**src/hw/rtl/urpm_pkg.sv**
```systemverilog
// ----------------------------------------------------------------------------
// urpm_pkg: shared types and constants of the ultrasonic ranger pulse model
// Counter widths, echo-length scaling constants and the controller/datapath
// command and status groups.
// ----------------------------------------------------------------------------
package urpm_pkg;

   // timing constants, in microseconds
   localparam int MIN_TRIG_US = 10;
   localparam int DELAY_US    = 200;

   // field and counter widths
   localparam int TPU_W   = 8;
   localparam int DIST_W  = 12;
   localparam int PULSE_W = 16;
   localparam int DELAY_W = 16;
   localparam int ECHO_W  = 24;

   // echo length: ((dist*ECHO_NUM + ECHO_RND) * tpu) >> ECHO_SHIFT (Q12 of 2/0.344)
   localparam int ECHO_NUM   = 23814;
   localparam int ECHO_RND   = 2048;
   localparam int ECHO_SHIFT = 12;

   localparam int TPU_MAX     = (1 << TPU_W) - 1;
   localparam int DIST_MAX    = (1 << DIST_W) - 1;
   localparam int P1_W        = $clog2(DIST_MAX * ECHO_NUM + ECHO_RND + 1);
   localparam int P2_W        = P1_W + TPU_W;
   localparam int NEED_W      = $clog2(MIN_TRIG_US * TPU_MAX + 1);
   localparam int DLY_FULL_W  = $clog2(DELAY_US * TPU_MAX + 1);

   typedef enum logic [1:0] {
      ST_IDLE,
      ST_MUL,
      ST_LOAD
   } urpm_state_type;

   // controller -> datapath
   typedef struct packed {
      logic capture;    // take trigger item: edge handling, first product
      logic step;       // counter step without a reload
      logic mul;        // second product (scale by ticks per us)
      logic load_step;  // reload counters, then one counter step
   } urpm_cmd_type;

   // datapath -> controller / top
   typedef struct packed {
      logic load;        // current trigger item ends a valid pulse
      logic measuring;
      logic delay_zero;
      logic echo_high;
   } urpm_status_type;

endpackage

```
**src/hw/rtl/urpm_dp.sv**
```systemverilog
// ----------------------------------------------------------------------------
// urpm_dp: datapath of the ultrasonic ranger pulse model
// Rate register, pulse-width measurement, echo-length multiplier steps and
// the delay and echo counters.
// ----------------------------------------------------------------------------
module urpm_dp (
   input  logic                              clock,
   input  logic                              reset,
   input  logic                              csr_wr_en,
   input  logic [urpm_pkg::TPU_W-1:0]        csr_wr_data,
   input  logic                              req_trig_level,
   input  logic [urpm_pkg::DIST_W-1:0]       req_distance_mm,
   input  urpm_pkg::urpm_cmd_type            cmd,
   output urpm_pkg::urpm_status_type         status,
   output logic                              echo_level
);

   logic [urpm_pkg::TPU_W-1:0]   tpu_ff, tpu_in;
   logic                         prev_trig_ff, prev_trig_in;
   logic [urpm_pkg::PULSE_W-1:0] pulse_ff, pulse_in;
   logic [urpm_pkg::DELAY_W-1:0] delay_ff, delay_in;
   logic [urpm_pkg::ECHO_W-1:0]  echo_cnt_ff, echo_cnt_in;
   logic                         measuring_ff, measuring_in;
   logic                         echo_ff, echo_in;
   logic [urpm_pkg::P1_W-1:0]    p1_ff, p1_in;
   logic [urpm_pkg::ECHO_W-1:0]  elen_ff, elen_in;

   logic [urpm_pkg::TPU_W-1:0]      rate;
   logic [urpm_pkg::NEED_W-1:0]     need;
   logic [urpm_pkg::PULSE_W-1:0]    pulse_inc;
   logic [urpm_pkg::DLY_FULL_W-1:0] dly_full;
   logic [urpm_pkg::DELAY_W-1:0]    dly_sat;
   logic [urpm_pkg::P2_W-1:0]       p2;
   logic [urpm_pkg::ECHO_W-1:0]     elen_clamp;
   logic [urpm_pkg::ECHO_W-1:0]     echo_dec;

   // zero rate behaves as one tick per us
   assign rate = (tpu_ff == '0) ? urpm_pkg::TPU_W'(1) : tpu_ff;
   assign need = urpm_pkg::NEED_W'(rate) * urpm_pkg::NEED_W'(urpm_pkg::MIN_TRIG_US);

   assign pulse_inc = (pulse_ff == '1) ? pulse_ff : pulse_ff + urpm_pkg::PULSE_W'(1);

   assign dly_full = urpm_pkg::DLY_FULL_W'(rate) *
                     urpm_pkg::DLY_FULL_W'(urpm_pkg::DELAY_US);
   assign dly_sat  = (dly_full > urpm_pkg::DLY_FULL_W'({urpm_pkg::DELAY_W{1'b1}}))
                     ? '1 : urpm_pkg::DELAY_W'(dly_full);

   assign p1_in = urpm_pkg::P1_W'(req_distance_mm) * urpm_pkg::P1_W'(urpm_pkg::ECHO_NUM)
                  + urpm_pkg::P1_W'(urpm_pkg::ECHO_RND);
   assign p2      = urpm_pkg::P2_W'(p1_ff) * urpm_pkg::P2_W'(rate);
   assign elen_in = urpm_pkg::ECHO_W'(p2 >> urpm_pkg::ECHO_SHIFT);
   assign elen_clamp = (elen_ff == '0) ? urpm_pkg::ECHO_W'(1) : elen_ff;

   assign echo_dec = (echo_cnt_ff == '0) ? '0 : echo_cnt_ff - urpm_pkg::ECHO_W'(1);

   assign status.load = prev_trig_ff && !req_trig_level &&
                        (urpm_pkg::PULSE_W'(need) <= pulse_inc);
   assign status.measuring  = measuring_ff;
   assign status.delay_zero = (delay_ff == '0);
   assign status.echo_high  = echo_ff;

   always_comb begin
      tpu_in       = csr_wr_en ? csr_wr_data : tpu_ff;
      prev_trig_in = prev_trig_ff;
      pulse_in     = pulse_ff;
      delay_in     = delay_ff;
      echo_cnt_in  = echo_cnt_ff;
      measuring_in = measuring_ff;
      echo_in      = echo_ff;

      if (cmd.capture) begin
         prev_trig_in = req_trig_level;
         if (!prev_trig_ff && req_trig_level) begin
            pulse_in = '0;
         end else if (prev_trig_ff) begin
            pulse_in = pulse_inc;
         end
      end

      if (cmd.step && measuring_ff) begin
         if (delay_ff != '0) begin
            delay_in = delay_ff - urpm_pkg::DELAY_W'(1);
            if (delay_ff == urpm_pkg::DELAY_W'(1)) echo_in = 1'b1;
         end else begin
            echo_cnt_in = echo_dec;
            if (echo_dec == '0) begin
               echo_in      = 1'b0;
               measuring_in = 1'b0;
            end
         end
      end

      // reload, then the first delay step (the delay is never zero here)
      if (cmd.load_step) begin
         measuring_in = 1'b1;
         echo_cnt_in  = elen_clamp;
         delay_in     = dly_sat - urpm_pkg::DELAY_W'(1);
         if (dly_sat == urpm_pkg::DELAY_W'(1)) echo_in = 1'b1;
      end
   end

   always_ff @(posedge clock) begin
      if (reset) begin
         tpu_ff       <= urpm_pkg::TPU_W'(1);
         prev_trig_ff <= 1'b0;
         pulse_ff     <= '0;
         delay_ff     <= '0;
         echo_cnt_ff  <= '0;
         measuring_ff <= 1'b0;
         echo_ff      <= 1'b0;
      end else begin
         tpu_ff       <= tpu_in;
         prev_trig_ff <= prev_trig_in;
         pulse_ff     <= pulse_in;
         delay_ff     <= delay_in;
         echo_cnt_ff  <= echo_cnt_in;
         measuring_ff <= measuring_in;
         echo_ff      <= echo_in;
      end
   end

   always_ff @(posedge clock) begin
      if (cmd.capture) p1_ff <= p1_in;
      if (cmd.mul) elen_ff <= elen_in;
   end

   assign echo_level = echo_ff;

endmodule

```
**config.mk**
```make
export PLATFORM = sky130hd
export DESIGN_NAME = urpm_dp
export DESIGN_NICKNAME = d
export VERILOG_FILES = /design/src/hw/rtl/urpm_pkg.sv /design/src/hw/rtl/urpm_dp.sv
export SDC_FILE = /design/constraint.sdc
export NUM_CORES = 1
export LEC_CHECK = 0
export BUFFER_PORTS_ARGS = -buffer_cell sky130_fd_sc_hd__buf_2
export CORE_UTILIZATION = 45
export DETAILED_ROUTE_END_ITERATION = 8
export PLACE_DENSITY = 0.6
export SYNTH_ARGS = -nofsm -noshare
export SYNTH_HDL_FRONTEND = slang
export SYNTH_SLANG_ARGS = --single-unit
```
**constraint.sdc**
```tcl
create_clock -name clock -period 12.2 [get_ports clock]
set_input_delay 2.44 -clock clock [delete_from_list [all_inputs] [get_ports clock]]
set_output_delay 2.44 -clock clock [all_outputs]
set_load 0.01 [all_outputs]
```
# Word level (Yosys, flattened, before mapping)
# Cells that the tools add are included.
word_totals:
  register_bits: 117
  latchBits: 0
  ramBits: 0
  mem_bits_ro: 0
  wordCells: 67
  n_memories: 0
classes:
  add_sub_neg: 5
  mul: 4
  div: 0
  order_cmp: 2
  n_eq_ne: 4
  shift: 0
  mux: 23
  n_bitwise: 0
  reduce_logical: 20
op_table:
  columns: ["operator", "n"]
  rows:
  - ["16-bit two-way mux", 7]
  - ["24-bit two-way mux", 4]
  - ["24-bit zero test", 3]
  - ["27-bit by 8-bit multiplier with 35-bit output", 1]
  - ["16-bit by 1-bit equality test with 1-bit output, second input constant", 2]
  - ["16-bit by 1-bit subtractor with 16-bit output, second input constant", 2]
  - ["27-bit by 12-bit adder with 27-bit output, second input constant", 1]
  - ["12-bit by 14-bit multiplier with 26-bit output, second input constant", 1]
  - ["24-bit by 1-bit subtractor with 24-bit output, second input constant", 1]
  - ["23-bit two-way mux", 1]
  - ["16-bit by 1-bit adder with 16-bit output, second input constant", 1]
  - ["16-bit equality test, second input constant", 1]
  - ["16-bit > comparator, second input constant", 1]
  - ["12-bit by 16-bit <= comparator with 1-bit output", 1]
  - ["16-bit zero test", 1]
  - ["16-bit nonzero test", 1]
  - ["8-bit by 5-bit multiplier with 13-bit output, second input constant", 1]
  - ["8-bit by 3-bit multiplier with 11-bit output, second input constant", 1]
  - ["1-bit two-way mux", 10]
  - ["8-bit zero test", 1]
  - ["8-bit two-way mux", 1]
  - ["2-bit nonzero test", 4]
  - ["2-bit AND reduction", 3]
  - ["1-bit logical AND", 4]
  - ["other kinds (3)", 4]

# Depth between registers and ports, before layout
depth:
  ltp_word: 8
  ltp_mapped: 25

# Worst setup path before layout
# No wires, ideal clock.
synth_path:
  path_type: "input to register"
  from: "input req_distance_mm[10] (netlist name)"
  to: "register p1_ff[25] (netlist name) (data pin)"
  setup_time_ns: 0.262
  t_arrival_ns: 6.976
  required_time_ns: 11.938
  path_slack_ns: 4.962
  path_stages: 21
  cell_sequence: "inv_1 > ha_1 > inv_1 > ha_1 > inv_1 > fa_1 > inv_1 > fa_1 > inv_1 > fa_1 > inv_1 > ha_1 > clkbuf_1 > o211ai_1 > or2_1 > o32a_1 > o21ai_1 > xnor2_1 > nor4b_1 > nand4_1 > xor2_1"
synth_between:
  elab_chain_cells: 2
synth_lines:
  columns: ["item", "line_no", "source"]
  rows:
  - ["start: declaration", "urpm_dp.sv:12", "input logic [urpm_pkg::DIST_W-1:0] req_distance_mm,"]
  - ["12-bit by 14-bit multiplier with 26-bit output", "urpm_dp.sv:48", "assign p1_in = urpm_pkg::P1_W'(req_distance_mm) * urpm_pkg::P1_W'(urpm_pkg::ECHO_NUM)"]
  - ["27-bit by 12-bit adder with 27-bit output", "urpm_dp.sv:49", "+ urpm_pkg::P1_W'(urpm_pkg::ECHO_RND);"]
  - ["via p1_in, one bit", "urpm_dp.sv:25", "logic [urpm_pkg::P1_W-1:0] p1_ff, p1_in;"]
  - ["end signal: assignment", "urpm_dp.sv:123", "if (cmd.capture) p1_ff <= p1_in;"]
  - ["end: declaration", "urpm_dp.sv:25", null]
# The timed path passes the listed nets, and every way through them passes these cells.
# A chain may end at the register's enable or synchronous reset.

==> flow_summary_export.csv <==
group,metric,value,unit
finish,final_cell_mix,"188 x ha_1, 187 x fa_1, 183 x inv_1",
finish,final_common_cell,"ha_1",
worst_setup_path,crit_arrival,5.32,ns
floorplan,dieArea,36600,sq um
worst_hold_path,min_path_type,"reg -> reg",
pwr,switching_share,45.0,%
global_route,grtUsageTotal,20.9,%
synth,syn_area_per_cell,9.10,sq um
place,dp_hpwl,28.1,mm
drt,drc,0,
finish,n_antenna_cell,0,
synth,ys_seq_area_share,17.5,%
global_route,grt_max_degree,70,
synth,synth_cell_types,73,
finish,nFillCells,3326,
worst_setup_path,crit_required,9.76,ns
clock_tree,cts.clk_slew.worst_paths,0.06,ns
finish,fin_area,17300,sq um
sta,rsz0062_at_grt,"no",
pwr,p_total,3.59,mW
pwr,combPwrFrac,64.8,%
pwr,p_leak,8.20,nW
finish,drive_gt1_share,5.07,%
sta,fin_crit,7.76,ns
pwr,p_int,1.97,mW
finish,area_delta_synth_final,7.19,%
synth,synth_cells,1771,
place,placedCellCount,2197,
clock_tree,hold_buffers,0,
clock_tree,clockBufferDepth,2,
clock_tree,cts_buffers,17,
synth,ys.flop_type,"dfxtp_1",
pwr,power_switching,1.62,mW
drt,drtIter0Drc,709,
floorplan,coreArea,34900,sq um
finish,ff_latch_area,2810,sq um
floorplan,initial_utilization,46.2,%
synth,synth-seq-cells,116,
global_route,grt.overflow.total,0,
global_route,grt_pass1_vias,12500,
drt,viasPerCell,5.47,
sta,hold_viol,0,
job,max-cap-violations,0,
worst_setup_path,critPathKind,"reg -> out",
place,post-place-ws,4.35,ns
worst_setup_path,critPathSlowestCell,"nor2_1",
status,outcome,"complete, no violations",
floorplan,boundaryPins,33,
sta,fin_ws,4.44,ns
clock_tree,clock_tree.htree_level_count,4,
place,placed_area,16700,sq um
floorplan,rows,68,
pwr,power_frac_clock,14.6,%
pwr,seqPwrFrac,20.6,%
worst_setup_path,worst-path-max-fanout,31,
sta,slew_headroom,39.8,%
sta,finalSetupViolCount,0,
worst_setup_path,cpMostUsedCell,"ha_1",
drt,drt_wl_total,36.2,mm
drt,vias,12200,
clock_tree,cts_tree,"done",
floorplan,die_h,191,um
finish,layoutNonFillerInstCount,2229,
drt,firstDrtPassIters,5,
floorplan,dieWidth,191,um
drt,ant_nets,0,
sta,worst_pin_slew,0.899,ns
clock_tree,root_buffer,"clkbuf_16",
global_route,grt_pass1_wl,61.6,mm
worst_setup_path,worstSetupStartpointType,"flop",
clock_tree,cts_setup_buffers,0,
worst_setup_path,end_kind,"output pin",
global_route,antenna_found_initial,0,
synth,ys_async_sr_fraction,0,%
sta,max_freq,0.129,GHz
synth,syn_nets,2174,
finish,multi_input_area,12300,sq um
worst_setup_path,slowest_delay,0.66,ns
sta,finalCritPeriodShare,63.6,%
sta,fin_skew,0.00871,ns
clock_tree,cts_resized,0,
place,gp_congestion,0.870,
sta,hold_ws,0.513,ns
clock_tree,clock_latency,0.42,ns
place,io_buffers,32,
sta,slew_violations,0,
pwr,power_density,208,nW/um^2
worst_setup_path,crit_chain,"buf_4, inv_1, ha_1, nand4_1, nor2_1, nor2_1, ha_1, ha_1, a21o_1, a21oi_1, o21bai_1, a21oi_1, nor2b_1, o21a_1, ha_1, nand4_1, nor3_1, nor3_1, a21oi_1, buf_2",
clock_tree,cts_sinks,116,
synth,synth_edf_count,49,
pwr,peakVddDrop,122,uV
drt,routedWlPerCell,16.2,um
synth,synth.yosys.warnings,0,
finish,final_util,49.5,%
synth,syn-cell-area,16100,sq um
finish,final_nets,2164,
sta,fin_tns_setup,0,ns
synthesized netlist by cell type (all sizes together), types with 5 or more instances:
| cell | n | area, sq um |
|---|---|---|
| o211a | 5 | 50.1 |
| nor4b | 5 | 50.0 |
| ha | 188 | 2350 |
| fa | 187 | 3740 |
| dfxtp | 67 | 1340 |
| nand2b | 11 | 68.8 |
| nor4 | 15 | 109 |
| and4 | 6 | 52.6 |
| a31oi | 9 | 56.3 |
| buf | 10 | 48.8 |
| a311oi | 7 | 61.3 |
| a22oi | 6 | 45.0 |
| nor3 | 51 | 255 |
| clkbuf | 66 | 248 |
| o211ai | 8 | 60.1 |
| nand4 | 19 | 119 |
| and3 | 77 | 482 |
| edfxtp | 49 | 1470 |
| nand3 | 32 | 160 |
| a211oi | 22 | 165 |
| o21ai | 50 | 250 |
| inv | 183 | 687 |
| or3 | 10 | 62.6 |
| o21bai | 7 | 52.6 |
| and2 | 121 | 757 |
| nor2b | 15 | 93.8 |
| a21oi | 82 | 410 |
| xnor2 | 69 | 604 |
| nand2 | 86 | 323 |
| nand3b | 6 | 45.0 |
| nor2 | 144 | 541 |
| xor2 | 24 | 210 |
| mux2i | 22 | 220 |
| o21a | 13 | 97.6 |
| or2 | 9 | 56.3 |
| a221oi | 5 | 43.8 |
| a21o | 31 | 233 |
final timing paths:
check	start	end	slack (ns)	cells after the start
hold reg to reg	elen_ff[15]$_DFFE_PP_	echo_cnt_ff[15]$_SDFFE_PP0P_	0.51	2
setup / recovery	tpu_ff[3]$_SDFFE_PP0P_	status[3]	4.44	20
setup reg to reg	tpu_ff[3]$_SDFFE_PP0P_	elen_ff[21]$_DFFE_PP_	5.27	24
hold / removal	elen_ff[15]$_DFFE_PP_	echo_cnt_ff[15]$_SDFFE_PP0P_	0.51	2
flip-flops by register name (all words and copies together), names as in the netlist, named ones only:
signal        cells
delay_ff         16
echo_cnt_ff      24
elen_ff          23
measuring_ff      1
p1_ff            26
prev_trig_ff      1
pulse_ff         16
tpu_ff            8
logic make-up after synthesis:
family                   after synthesis  share of synthesized area [%]
AO/OA/AOI/OAI                        287                           11.9
flip-flops                           116                           17.5
multiplexers                          23                           1.44
XOR/XNOR                              93                           5.06
adder cells (fa/ha/maj)              375                           37.8
AND/OR/NAND/NOR                      617                           20.2
buffers and inverters                260                           6.13
worst max-delay path, delay by kind of cell (launching register included):
family / cells / cell delay (ns)
simple gates: 7 / 1.63
fa+ha+maj: 4 / 1.21
compound gates: 6 / 1.09
buf+inv: 3 / 0.66
flops: 1 / 0.30
routing by layer:
| metal | wire length [um] | global-route usage, % | vias to the layer above | share of wire [%] |
|---|---|---|---|---|
| met5 | 0 | 0 | - | 0 |
| met4 | 791 | 6.53 | 0 | 2.2 |
| met3 | 1090 | 2.70 | 45 | 3.0 |
| met2 | 16800 | 35.5 | 214 | 47 |
| met1 | 17400 | 27.5 | 5890 | 48 |
| li1 | - | - | 6042 | - |
area by class of cell:
class,count,share of cell area (%)
clock buffer,18,2.49
inverter,184,4.00
tap,455,3.30
multi-input combinational,1395,71.3
clock inverter,14,1.07
timing repair buffer,47,1.58
sequential,116,16.3
power groups by stage:
| stage | Combinational (mW) | Clock, mW | Sequential, mW |
|---|---|---|---|
| finish | 2.32 | 0.523 | 0.738 |
| global route | 2.67 | 0.550 | 0.751 |
| CTS | 2.35 | 0.535 | 0.735 |
| detailed placement | 2.33 | 0 | 0.742 |
| global placement | 2.29 | 0 | 0.741 |
| floorplan | 1.89 | 0 | 0.671 |
Power figures use the tool's default switching activity.
